[config.mk]
export PLATFORM = sky130hd
export DESIGN_NAME = write_batch_record_parser_top
export DESIGN_NICKNAME = d
export VERILOG_FILES = /design/src/rtl/wbrp_pkg.sv /design/src/rtl/wbrp_core.sv /design/src/rtl/write_batch_record_parser_top.sv
export SDC_FILE = /design/constraint.sdc
export NUM_CORES = 1
export LEC_CHECK = 0
export ABC_AREA = 1
export BUFFER_PORTS_ARGS = -buffer_cell sky130_fd_sc_hd__buf_4
export CORE_MARGIN = 2
export CORE_UTILIZATION = 55
export DETAILED_ROUTE_END_ITERATION = 6
export PLACE_DENSITY_LB_ADDON = 0.2
export SYNTH_ARGS = -nofsm -noshare
export SYNTH_HDL_FRONTEND = slang
export SYNTH_SLANG_ARGS = --single-unit
export TNS_END_PERCENT = 50
[constraint.sdc]
create_clock -name clk -period 14.3 [get_ports clk]
set_clock_uncertainty 0.15 [all_clocks]
set_input_delay 1.43 -clock clk [delete_from_list [all_inputs] [get_ports clk]]
set_output_delay 1.43 -clock clk [all_outputs]
set_load 0.02 [all_outputs]
[src/rtl/wbrp_pkg.sv]
// Shared types and constants for the write batch record parser.
// Used by wbrp_core and write_batch_record_parser_top; depends on nothing.
package wbrp_pkg;

  localparam int unsigned HdrBytes = 12;
  localparam int unsigned SeqBytes = 8;

  localparam logic [3:0] HDR_LAST_POS = 4'(HdrBytes - 1);
  localparam logic [3:0] SEQ_BYTES    = 4'(SeqBytes);

  localparam logic [2:0] ROLE_SEQ_HDR   = 3'd0;
  localparam logic [2:0] ROLE_CNT_HDR   = 3'd1;
  localparam logic [2:0] ROLE_TAG       = 3'd2;
  localparam logic [2:0] ROLE_KEY_LEN   = 3'd3;
  localparam logic [2:0] ROLE_KEY_DATA  = 3'd4;
  localparam logic [2:0] ROLE_VAL_LEN   = 3'd5;
  localparam logic [2:0] ROLE_VAL_DATA  = 3'd6;
  localparam logic [2:0] ROLE_IGNORED   = 3'd7;

  localparam logic [2:0] ST_OK          = 3'd0;
  localparam logic [2:0] ST_TOO_SMALL   = 3'd1;
  localparam logic [2:0] ST_BAD_PUT     = 3'd2;
  localparam logic [2:0] ST_BAD_DELETE  = 3'd3;
  localparam logic [2:0] ST_UNKNOWN_TAG = 3'd4;
  localparam logic [2:0] ST_WRONG_COUNT = 3'd5;

  localparam logic [7:0] CFG_TAG_PUT    = 8'd0;
  localparam logic [7:0] CFG_TAG_DELETE = 8'd1;

  typedef struct packed {
    logic [2:0]  byte_role;
    logic [31:0] record_index;
    logic        record_kind;
    logic [63:0] record_sequence;
    logic        record_end;
    logic [2:0]  status;
  } wbrp_result_t;

endpackage

[src/rtl/wbrp_core.sv]
// Parser state and per-item labelling logic of the write batch record parser.
// Depends on wbrp_pkg; the result is combinational from the state and the item.
module wbrp_core
  import wbrp_pkg::*;
(
  input  logic         clk,
  input  logic         rst_n,
  input  logic         step,
  input  logic [7:0]   in_byte,
  input  logic         in_last,
  input  logic [7:0]   tag_put,
  input  logic [7:0]   tag_delete,
  output wbrp_result_t result
);

  typedef enum logic [2:0] {
    PH_HEADER, PH_TAG, PH_KEYLEN, PH_KEYDATA, PH_VALLEN, PH_VALDATA, PH_FAILED
  } phase_t;

  phase_t      phase_r, phase_nxt;
  logic [3:0]  hdr_pos_r, hdr_pos_nxt;
  logic [63:0] start_seq_r, start_seq_nxt;
  logic [31:0] declared_r, declared_nxt;
  logic [31:0] acc_r, acc_nxt;
  logic [2:0]  vnum_r, vnum_nxt;
  logic [31:0] remain_r, remain_nxt;
  logic        kind_r, kind_nxt;
  logic [31:0] found_r, found_nxt;
  logic [2:0]  err_r, err_nxt;

  logic [4:0]  shamt;
  logic [31:0] acc_or;
  logic [31:0] remain_dec;
  logic        is_key;
  logic        in_record;

  always_comb begin
    unique case (vnum_r)
      3'd0:    shamt = 5'd0;
      3'd1:    shamt = 5'd7;
      3'd2:    shamt = 5'd14;
      3'd3:    shamt = 5'd21;
      3'd4:    shamt = 5'd28;
      default: shamt = 5'd0;
    endcase
  end

  assign acc_or     = acc_r | ({25'd0, in_byte[6:0]} << shamt);
  assign remain_dec = remain_r - 32'd1;
  assign in_record  = (phase_r != PH_HEADER) && (phase_r != PH_FAILED);
  assign is_key     = (phase_r == PH_KEYLEN) || (phase_r == PH_KEYDATA);

  always_comb begin
    phase_nxt     = phase_r;
    hdr_pos_nxt   = hdr_pos_r;
    start_seq_nxt = start_seq_r;
    declared_nxt  = declared_r;
    acc_nxt       = acc_r;
    vnum_nxt      = vnum_r;
    remain_nxt    = remain_r;
    kind_nxt      = kind_r;
    found_nxt     = found_r;
    err_nxt       = err_r;

    result = '0;
    result.byte_role = ROLE_IGNORED;
    if (in_record) begin
      result.record_index    = found_r;
      result.record_sequence = start_seq_r + {32'd0, found_r};
    end

    unique case (phase_r)
      PH_HEADER: begin
        if (hdr_pos_r < SEQ_BYTES) begin
          result.byte_role = ROLE_SEQ_HDR;
          start_seq_nxt[{hdr_pos_r[2:0], 3'b000} +: 8] = in_byte;
        end else begin
          result.byte_role = ROLE_CNT_HDR;
          declared_nxt[{hdr_pos_r[1:0], 3'b000} +: 8] = in_byte;
        end
        hdr_pos_nxt = hdr_pos_r + 4'd1;
        if (hdr_pos_r == HDR_LAST_POS) begin
          phase_nxt = PH_TAG;
        end
      end
      PH_TAG: begin
        result.byte_role = ROLE_TAG;
        acc_nxt  = '0;
        vnum_nxt = '0;
        if (in_byte == tag_put) begin
          kind_nxt  = 1'b0;
          phase_nxt = PH_KEYLEN;
        end else if (in_byte == tag_delete) begin
          kind_nxt  = 1'b1;
          phase_nxt = PH_KEYLEN;
        end else begin
          kind_nxt  = 1'b0;
          acc_nxt   = acc_r;
          vnum_nxt  = vnum_r;
          err_nxt   = ST_UNKNOWN_TAG;
          phase_nxt = PH_FAILED;
        end
        result.record_kind = kind_nxt;
      end
      PH_KEYLEN, PH_VALLEN: begin
        result.byte_role   = is_key ? ROLE_KEY_LEN : ROLE_VAL_LEN;
        result.record_kind = kind_r;
        if (vnum_r >= 3'd4 && in_byte[7]) begin
          err_nxt   = kind_r ? ST_BAD_DELETE : ST_BAD_PUT;
          phase_nxt = PH_FAILED;
        end else begin
          acc_nxt = acc_or;
          if (in_byte[7]) begin
            vnum_nxt = vnum_r + 3'd1;
          end else if (acc_or == 32'd0) begin
            if (is_key && !kind_r) begin
              acc_nxt   = '0;
              vnum_nxt  = '0;
              phase_nxt = PH_VALLEN;
            end else begin
              found_nxt         = found_r + 32'd1;
              phase_nxt         = PH_TAG;
              result.record_end = 1'b1;
            end
          end else begin
            remain_nxt = acc_or;
            phase_nxt  = is_key ? PH_KEYDATA : PH_VALDATA;
          end
        end
      end
      PH_KEYDATA, PH_VALDATA: begin
        result.byte_role   = is_key ? ROLE_KEY_DATA : ROLE_VAL_DATA;
        result.record_kind = kind_r;
        remain_nxt = remain_dec;
        if (remain_dec == 32'd0) begin
          if (is_key && !kind_r) begin
            acc_nxt   = '0;
            vnum_nxt  = '0;
            phase_nxt = PH_VALLEN;
          end else begin
            found_nxt         = found_r + 32'd1;
            phase_nxt         = PH_TAG;
            result.record_end = 1'b1;
          end
        end
      end
      default: begin
      end
    endcase

    result.status = err_nxt;
    if (in_last) begin
      if (err_nxt != ST_OK) begin
        result.status = err_nxt;
      end else if (phase_nxt == PH_HEADER) begin
        result.status = ST_TOO_SMALL;
      end else if (phase_nxt != PH_TAG) begin
        result.status = kind_nxt ? ST_BAD_DELETE : ST_BAD_PUT;
      end else if (found_nxt != declared_nxt) begin
        result.status = ST_WRONG_COUNT;
      end else begin
        result.status = ST_OK;
      end
    end
  end

  always_ff @(posedge clk) begin
    if (!rst_n || (step && in_last)) begin
      phase_r     <= PH_HEADER;
      hdr_pos_r   <= '0;
      start_seq_r <= '0;
      declared_r  <= '0;
      acc_r       <= '0;
      vnum_r      <= '0;
      remain_r    <= '0;
      kind_r      <= 1'b0;
      found_r     <= '0;
      err_r       <= ST_OK;
    end else if (step) begin
      phase_r     <= phase_nxt;
      hdr_pos_r   <= hdr_pos_nxt;
      start_seq_r <= start_seq_nxt;
      declared_r  <= declared_nxt;
      acc_r       <= acc_nxt;
      vnum_r      <= vnum_nxt;
      remain_r    <= remain_nxt;
      kind_r      <= kind_nxt;
      found_r     <= found_nxt;
      err_r       <= err_nxt;
    end
  end

endmodule

[src/rtl/write_batch_record_parser_top.sv]
// Top level of the write batch record parser: stream ports, tag registers, result register.
// Depends on wbrp_pkg and wbrp_core.
//
//   channel  direction  handshake            payload
//   in_      slave      in_tvalid/in_tready  in_tdata byte, in_tlast end of batch
//   out_     master     out_tvalid/out_tready out_tdata labels, out_tuser role/kind
//   cfg_     slave      cfg_valid/cfg_ready  cfg_index, cfg_data
//
// One item is taken per cycle; its result appears in the result register on the next cycle.
// The result register is the only stage, so the input stalls only while a held result is
// not taken. Reset is synchronous; it clears the parser state, sets the put tag to 1
// and the delete tag to 0. The configuration port is always ready.
module write_batch_record_parser_top
  import wbrp_pkg::*;
(
  input  logic         clk,
  input  logic         rst_n,
  input  logic         in_tvalid,
  output logic         in_tready,
  input  logic [7:0]   in_tdata,    // [7:0] in_byte
  input  logic         in_tlast,
  output logic         out_tvalid,
  input  logic         out_tready,
  output logic [111:0] out_tdata,   // [7:0] out_byte, [39:8] record_index,
                                    // [103:40] record_sequence, [104] record_end,
                                    // [107:105] status, [111:108] zero
  output logic [3:0]   out_tuser,   // [2:0] byte_role, [3] record_kind
  output logic         out_tlast,
  input  logic         cfg_valid,
  output logic         cfg_ready,
  input  logic [7:0]   cfg_index,
  input  logic [7:0]   cfg_data
);

  logic         accept;
  logic [7:0]   tag_put_r;
  logic [7:0]   tag_delete_r;
  logic         out_valid_r;
  logic [7:0]   out_byte_r;
  logic         out_last_r;
  wbrp_result_t result;
  wbrp_result_t result_r;

  assign in_tready = !out_valid_r || out_tready;
  assign accept    = in_tvalid && in_tready;
  assign cfg_ready = 1'b1;

  always_ff @(posedge clk) begin
    if (!rst_n) begin
      tag_put_r    <= 8'd1;
      tag_delete_r <= 8'd0;
    end else if (cfg_valid) begin
      unique case (cfg_index)
        CFG_TAG_PUT:    tag_put_r    <= cfg_data;
        CFG_TAG_DELETE: tag_delete_r <= cfg_data;
        default: begin
        end
      endcase
    end
  end

  wbrp_core u_core (
    .clk        (clk),
    .rst_n      (rst_n),
    .step       (accept),
    .in_byte    (in_tdata),
    .in_last    (in_tlast),
    .tag_put    (tag_put_r),
    .tag_delete (tag_delete_r),
    .result     (result)
  );

  always_ff @(posedge clk) begin
    if (!rst_n) begin
      out_valid_r <= 1'b0;
    end else if (accept) begin
      out_valid_r <= 1'b1;
    end else if (out_tready) begin
      out_valid_r <= 1'b0;
    end
  end

  always_ff @(posedge clk) begin
    if (accept) begin
      result_r   <= result;
      out_byte_r <= in_tdata;
      out_last_r <= in_tlast;
    end
  end

  assign out_tvalid = out_valid_r;
  assign out_tlast  = out_last_r;
  assign out_tuser  = {result_r.record_kind, result_r.byte_role};
  assign out_tdata  = {4'd0, result_r.status, result_r.record_end,
                       result_r.record_sequence, result_r.record_index, out_byte_r};

endmodule

==> summary.txt, run 1 <==
Outcome: finished, violations left
Failing checks: design-rule violations
Clk sinks: 336
Fraction of registers with async set/reset: 0
Reg2Reg Launch Point: u_core.vnum_r[0]
Detailed-placement wirelength estimate: 45.9 mm
Main combinational cell family by area after synthesis: simple AND/OR/NAND/NOR gates
Unrepaired setup endpoints after global routing: false
Vias per cell: 5.83
Tmin final: 5530 ps
Hold violation total from the final report: 0
Crit path max fanout: 26
Total Power: 2.53 mW
Root Driver: clkbuf_16
# H-tree levels: 2
Sw Share: 0.313
Largest cells by area after synthesis: dfxtp_1 22%, edfxtp_1 17%, nand2_1 11%, inv_1 7.6%, a21oi_1 6.4%
Starting Density: 0.559
Clock-pin slew of the registers on the worst-case setup and hold paths: 70 ps
FF+latch count, synth: 336
Unique cell type count in the Yosys netlist: 54
GRT Residual Overflow: 0
Sequential fraction of the synthesis area: 0.394
Critical Path Sink Type: flop
Setup bufs post-CTS: 0
Switching pwr: 0.792 mW
Post-DRT Antenna Nets: 0
Mean Syn Cell Area: 6.99 µm²
Fraction of layout cells with a size suffix above 1: 0.0924
Fin crit share: 0.387
Setup violators final: 0
PortBufs: 144
Std-Cell Rows: 69
Die Wd: 194 µm
Worst Hold Launch: u_core.start_seq_r[11]
Critical Path Source: u_core.vnum_r[0]
Worst skew pair latency: 550 ps
Slowest cell on crit path: o21ai_2
Initial antenna violation count: 0
Residual DRC count: 11
Bufs and invs on worst path: 3
Slew Limit Fails: 0
Critical Path AT: 5670 ps
Die footprint: 0.0378 mm²
CTS tree: done
Placer Congestion: 0.996
Seq pwr share: 0.422
Die height: 194 µm
Largest stage delay on the critical path: 870 ps
Type of origin of the critical path: flop
Core area: 0.0357 mm²
Cell mode on critical path: nand2_1
Boundary Pins: 150
Peak VDD IR: 0.0000965 V
Post-synthesis xor/xnor area fraction: 0.0220
Delay-heaviest family, CP: simple AND/OR/NAND/NOR gates
Syn Inst Count: 2851
DRT Pass-1 Iters: 7
Ys flop type: dfxtp_1
Syn. warnings: 0
Drt total wl: 63.2 mm
CP Class: flop to flop
Vias in the first global route: 18.3k
PwrDens: 112 mW/mm²
Cell taking the most area after synthesis: dfxtp_1
Max-slew headroom: 0.221
Post-CTS Resized: 0
Compound-Gate Fraction of Synth Area: 0.173
Synthesized cell area: 0.0199 mm²
DRT iter0 DRCs: 2245
Final #Nets: 3025
Static leakage: 10.1 nW
Worst Path Required: 14440 ps
Post-DR wirelength/cell: 18.4 µm
Least-Margin Pin Slew: 1170 ps
Synth Area in Simple Gates: 0.277
Max-cap violations: 0
Clk pwr share: 0.379
Int Power: 1.74 mW
Post-synth EDFFs: 113
Comb pwr share: 0.200
CTS Hold Bufs: 0
Post-synthesis mux area share: 0
Largest net degree at the start of global routing: 98
Adder-cell share of the synthesized area: 0.0305
Fin Setup TNS: 0 ps
Share of the synthesized area in the top cell type: 0.224
Clk buf depth: 3
Hold/Removal Path Class: flop to flop
Fmax: 181 MHz
CTS Buf Count: 38
Number of diodes: 0
Total global-route track usage: 0.326
Vias: 20.1k
First-pass GRT wire length: 98.3 mm
Area delta synth->final: 12.9%
[area by class of cell]
cell class                      instances  area [µm²]
Tap cell                              461         577
Clock buffer                           58        1110
Fill cell                            3287       13200
Inverter                              420        1590
Sequential cell                       336        7860
Timing Repair Buffer                  159        1190
Clock inverter                         12         105
Multi-Input combinational cell       1992       10100
[synth_stat cells (4+ instances only)]
| cell type | instances |
|---|---|
| a211oi_1 | 37 |
| a31oi_1 | 18 |
| clkinv_1 | 6 |
| a21boi_0 | 9 |
| inv_2 | 7 |
| nand3_2 | 8 |
| ha_1 | 47 |
| nor3b_1 | 5 |
| buf_4 | 6 |
| buf_6 | 5 |
| nor2_2 | 6 |
| nand4_1 | 68 |
| or2_2 | 10 |
| buf_1 | 7 |
| o21a_1 | 12 |
| inv_1 | 406 |
| nor3_1 | 53 |
| a21oi_1 | 254 |
| nand3b_1 | 15 |
| nor4_1 | 15 |
| o211ai_1 | 30 |
| buf_2 | 7 |
| o21ai_0 | 216 |
| nand3_1 | 149 |
| nor2_1 | 334 |
| nand2_1 | 590 |
| nand2_2 | 4 |
| edfxtp_1 | 113 |
| xor2_1 | 39 |
| nand2_4 | 5 |
| o31ai_1 | 23 |
| and2_1 | 4 |
| xnor2_1 | 11 |
| clkbuf_1 | 81 |
| dfxtp_1 | 223 |
[registers in the layout (all words and copies together), names as in the netlist]
name and cells:
u_core.start_seq_r 64, u_core.err_r 3, out_tuser 4, u_core.kind_r 1, u_core.hdr_pos_r 4, tag_put_r 8
out_tdata 100, out_tlast 1, u_core.found_r 32, out_tvalid 1, u_core.vnum_r 3, u_core.remain_r 32
u_core.phase_r 3, out_byte_r 8, u_core.acc_r 32, u_core.declared_r 32, tag_delete_r 8
[logic make-up after synthesis]
| kind of cell | count (synthesis) |
|---|---|
| XOR/XNOR | 50 |
| flip-flops | 336 |
| other | 2 |
| AO/OA/AOI/OAI | 616 |
| AND/OR/NAND/NOR | 1273 |
| buffers and inverters | 526 |
| adder cells (fa/ha/maj) | 48 |
[layer usage]
| layer | global-route usage | part of all wire |
|---|---|---|
| met3 | 0.0578 | 0.095 |
| met5 | 0 | 0 |
| met2 | 0.531 | 0.45 |
| met1 | 0.427 | 0.41 |
| met4 | 0.137 | 0.039 |
[power groups by stage]
stage          Sequential, mW  Combinational, mW  Clock (mW)
6_report                 1.07              0.505       0.957
5_1_grt                  1.07              0.553        1.01
4_1_cts                  1.06              0.496       0.965
3_5_place_dp             1.08              0.493           0
3_3_place_gp             1.08              0.489           0
2_1_floorplan            1.10              0.316           0
[worst paths after layout]
path,end,slack [ps],cells past startpoint
worst min-delay path,u_core.start_seq_r[11],310,2
worst max-delay path,out_tdata[105],8770,26
worst min register to register,u_core.start_seq_r[11],310,2
worst max register to register,out_tdata[105],8770,26
[worst min-delay path, cell delays in order, from the launching register on]
cell and delay (ps):
dfxtp_1 310, inv_1 50, a21oi_1 50
[through the flow]
| step | instance area, µm² | hold slack [ps] | utilization | cells | worst slack (ps) |
|---|---|---|---|---|---|
| 2_1_floorplan | 19900 | 277 | - | 2854 | 8100 |
| 3_3_place_gp | 21300 | 288 | 0.597 | 3368 | 9000 |
| 3_5_place_dp | 21300 | 295 | 0.597 | 3368 | 8920 |
| 4_1_cts | 22500 | 304 | 0.631 | 3438 | 8890 |
| 5_1_grt | 22500 | 327 | 0.631 | 3438 | 8390 |
| 6_report | 22500 | 308 | 0.631 | 3438 | 8770 |
[layout by cell type, fill, tap and decap left out, types with 8 or more instances in the layout]
cell type / synthesis / layout
a211oi_1: 37 / 37
a21boi_0: 9 / 9
a21oi_1: 254 / 254
a31oi_1: 18 / 18
buf_4: 6 / 159
clkbuf_1: 81 / 11
clkbuf_16: 0 / 38
clkbuf_8: 0 / 8
dfxtp_1: 223 / 223
edfxtp_1: 113 / 113
ha_1: 47 / 47
inv_1: 406 / 404
nand2_1: 590 / 588
nand3_1: 149 / 149
nand3_2: 8 / 8
nand3b_1: 15 / 15
nand4_1: 68 / 68
nor2_1: 334 / 333
nor3_1: 53 / 53
nor4_1: 15 / 14
o211ai_1: 30 / 30
o21a_1: 12 / 12
o21ai_0: 216 / 215
o31ai_1: 23 / 23
or2_2: 10 / 10
xnor2_1: 11 / 11
xor2_1: 39 / 39
(Power assumes the default switching activity.)
==> run 2, diff against run 1 <==
- ABC_AREA: 1 -> 0
- clock period: 14.3 -> 5.2 ns (I/O delays scaled with it)
==> summary.txt, run 2 <==
Most frequent cells in the layout: 369 x nor2_1, 223 x dfxtp_1, 216 x buf_4, 200 x a21oi_1, 185 x nand2_1
Starting Density: 0.555
Crit path max fanout: 11
Hold/Removal Path Class: primary input to flop
Compound-Gate Fraction of Synth Area: 0.164
Top post-synthesis cells by count: 371 x nor2_1, 223 x dfxtp_1, 200 x a21oi_1, 186 x nand2_1, 132 x clkbuf_1
Placer Congestion: 0.989
Unique cell type count in the Yosys netlist: 84
Clk sinks: 336
Largest net degree at the start of global routing: 141
Worst skew pair latency: 570 ps
Hold violation total from the final report: 0
Clk buf depth: 3
Vias: 17.6k
Critical Path Sink Type: flop
Max-cap violations: 0
Cell taking the most area after synthesis: dfxtp_1
Drt total wl: 60.9 mm
Fin crit share: 0.960
Worst hold slack: 45.7 ps
Critical Path Source: u_core.vnum_r[1]
Std-Cell Rows: 68
DRT iter0 DRCs: 1858
Residual DRC count: 0
Tmin final: 4990 ps
Peak VDD IR: 0.000392 V
Vias per cell: 6.13
Largest stage delay on the critical path: 520 ps
Worst Path Required: 5330 ps
Share of the synthesized area in the top cell type: 0.234
Synthesized cell area: 0.0191 mm²
FF+latch count, synth: 336
Synth Area in Simple Gates: 0.247
Bufs and invs on worst path: 2
CTS tree: done
Root Driver: clkbuf_16
Delay-heaviest family, CP: simple AND/OR/NAND/NOR gates
Largest cells by area after synthesis: dfxtp_1 23%, edfxtp_1 18%, nor2_1 7.3%, a21oi_1 5.2%, xnor2_1 5.0%
Area delta synth->final: 14.9%
Initial antenna violation count: 1
Syn. warnings: 0
Clock-pin slew of the registers on the worst-case setup and hold paths: 60 ps
Reg2Reg Launch Point: u_core.vnum_r[1]
Most common cell after layout, fill and taps aside: nor2_1
Post-synth EDFFs: 113
Vias in the first global route: 16.4k
Post-DR wirelength/cell: 21.2 µm
Die height: 190 µm
Total global-route track usage: 0.334
DRT Pass-1 Iters: 7
Worst path cell trace: inv_1 > ha_2 > nor2b_1 > a311oi_1 > o21a_1 > o31a_1 > nor4b_1 > buf_4 > nand4_1 > a21boi_1 > or4_1 > a2111oi_0 > nand4_1 > nor4b_2 > o31ai_1
Setup bufs post-CTS: 0
Post-CTS Resized: 0
Fin Setup TNS: 0 ps
Die Wd: 190 µm
Setup violators final: 0
CTS Buf Count: 37
Count leader, synth: nor2_1
Post-DRT Antenna Nets: 0
Post-synthesis xor/xnor area fraction: 0.0730
Least-Margin Pin Slew: 1030 ps
Number of diodes: 0
PwrDens: 276 mW/mm²
Slowest cell on crit path: or4_1
Max-slew headroom: 0.312
Boundary Pins: 150
Fraction of layout cells with a size suffix above 1: 0.132
CP Class: flop to flop
Sequential fraction of the synthesis area: 0.412
Detailed-placement wirelength estimate: 43.1 mm
Slew Limit Fails: 0
Syn Inst Count: 2284
Max reg flops: 100
Main combinational cell family by area after synthesis: simple AND/OR/NAND/NOR gates
CTS Hold Bufs: 0
Fmax: 200 MHz
Worst Hold Launch: in_tlast
Core area: 0.0344 mm²
Fraction of registers with async set/reset: 0
Type of origin of the critical path: flop
Static leakage: 8.24 nW
Post-synthesis mux area share: 0.0306
Unrepaired setup endpoints after global routing: false
PortBufs: 144
Mean Syn Cell Area: 8.35 µm²
Outcome: complete, no violations
Cell mode on critical path: nand4_1
Critical Path AT: 5130 ps
Util after Layout: 0.638
GRT Residual Overflow: 0
Ys flop type: dfxtp_1
Adder-cell share of the synthesized area: 0.0319
First-pass GRT wire length: 94.0 mm
# H-tree levels: 2
Die footprint: 0.0362 mm²
Final #Nets: 2469
## run 2: cell types whose count changed in the layout (fill, tap and decap cells not counted), sizes merged, moves of 66 or more
cell,previous run,this run
inv,415,47
nand2,601,186
nand3,157,72
nor2b,0,66
o21ai,221,97
xnor2,11,110
## run 2: logic make-up (layout without fill, tap and decap cells)
kind of cell | count (synthesis) | in the layout
AO/OA/AOI/OAI | 504 | 504
XOR/XNOR | 159 | 159
adder cells (fa/ha/maj) | 48 | 48
buffers and inverters | 198 | 331
flip-flops | 336 | 336
multiplexers | 58 | 58
other | 2 | 5
AND/OR/NAND/NOR | 979 | 979
## run 2: final cells by class
| cell class | count | area [µm²] |
|---|---|---|
| clock inverters | 23 | 206 |
| flip-flops and latches | 336 | 7860 |
| well taps | 455 | 569 |
| repair buffers | 217 | 1640 |
| clock buffers | 45 | 966 |
| multi-input cells | 1753 | 10500 |
| inverters | 46 | 175 |
| fillers | 2952 | 12500 |
## run 2: final timing paths
| kind | end | slack, ps | depth (start not counted) |
|---|---|---|---|
| hold / removal | out_tlast | 50 | 1 |
| setup reg to reg | out_tdata[105] | 210 | 15 |
| setup / recovery | out_tdata[105] | 210 | 15 |
| hold reg to reg | u_core.declared_r[28] | 310 | 2 |
## run 2: routing by layer
| metal | global-route usage | up-vias | part of all wire |
|---|---|---|---|
| met5 | 0 | - | 0.00018 |
| met1 | 0.454 | 8396 | 0.42 |
| met2 | 0.555 | 809 | 0.47 |
| li1 | - | 8305 | - |
| met3 | 0.0364 | 122 | 0.077 |
| met4 | 0.114 | 2 | 0.029 |
## run 2: power breakdown
part	switching [mW]	internal, mW
Combinational	0.469	0.202
Sequential	0.0329	2.77
Clock	1.14	1.44
## run 2: metrics by stage
stage	instances	power (mW)	cell area (µm²)	setup WS, ps
2_1_floorplan	2287	3.27	19100	819
3_3_place_gp	2807	3.51	20700	363
3_5_place_dp	2807	3.52	20700	259
4_1_cts	2875	6.07	21900	231
5_1_grt	2875	6.21	21900	11.8
6_report	2875	6.05	21900	207
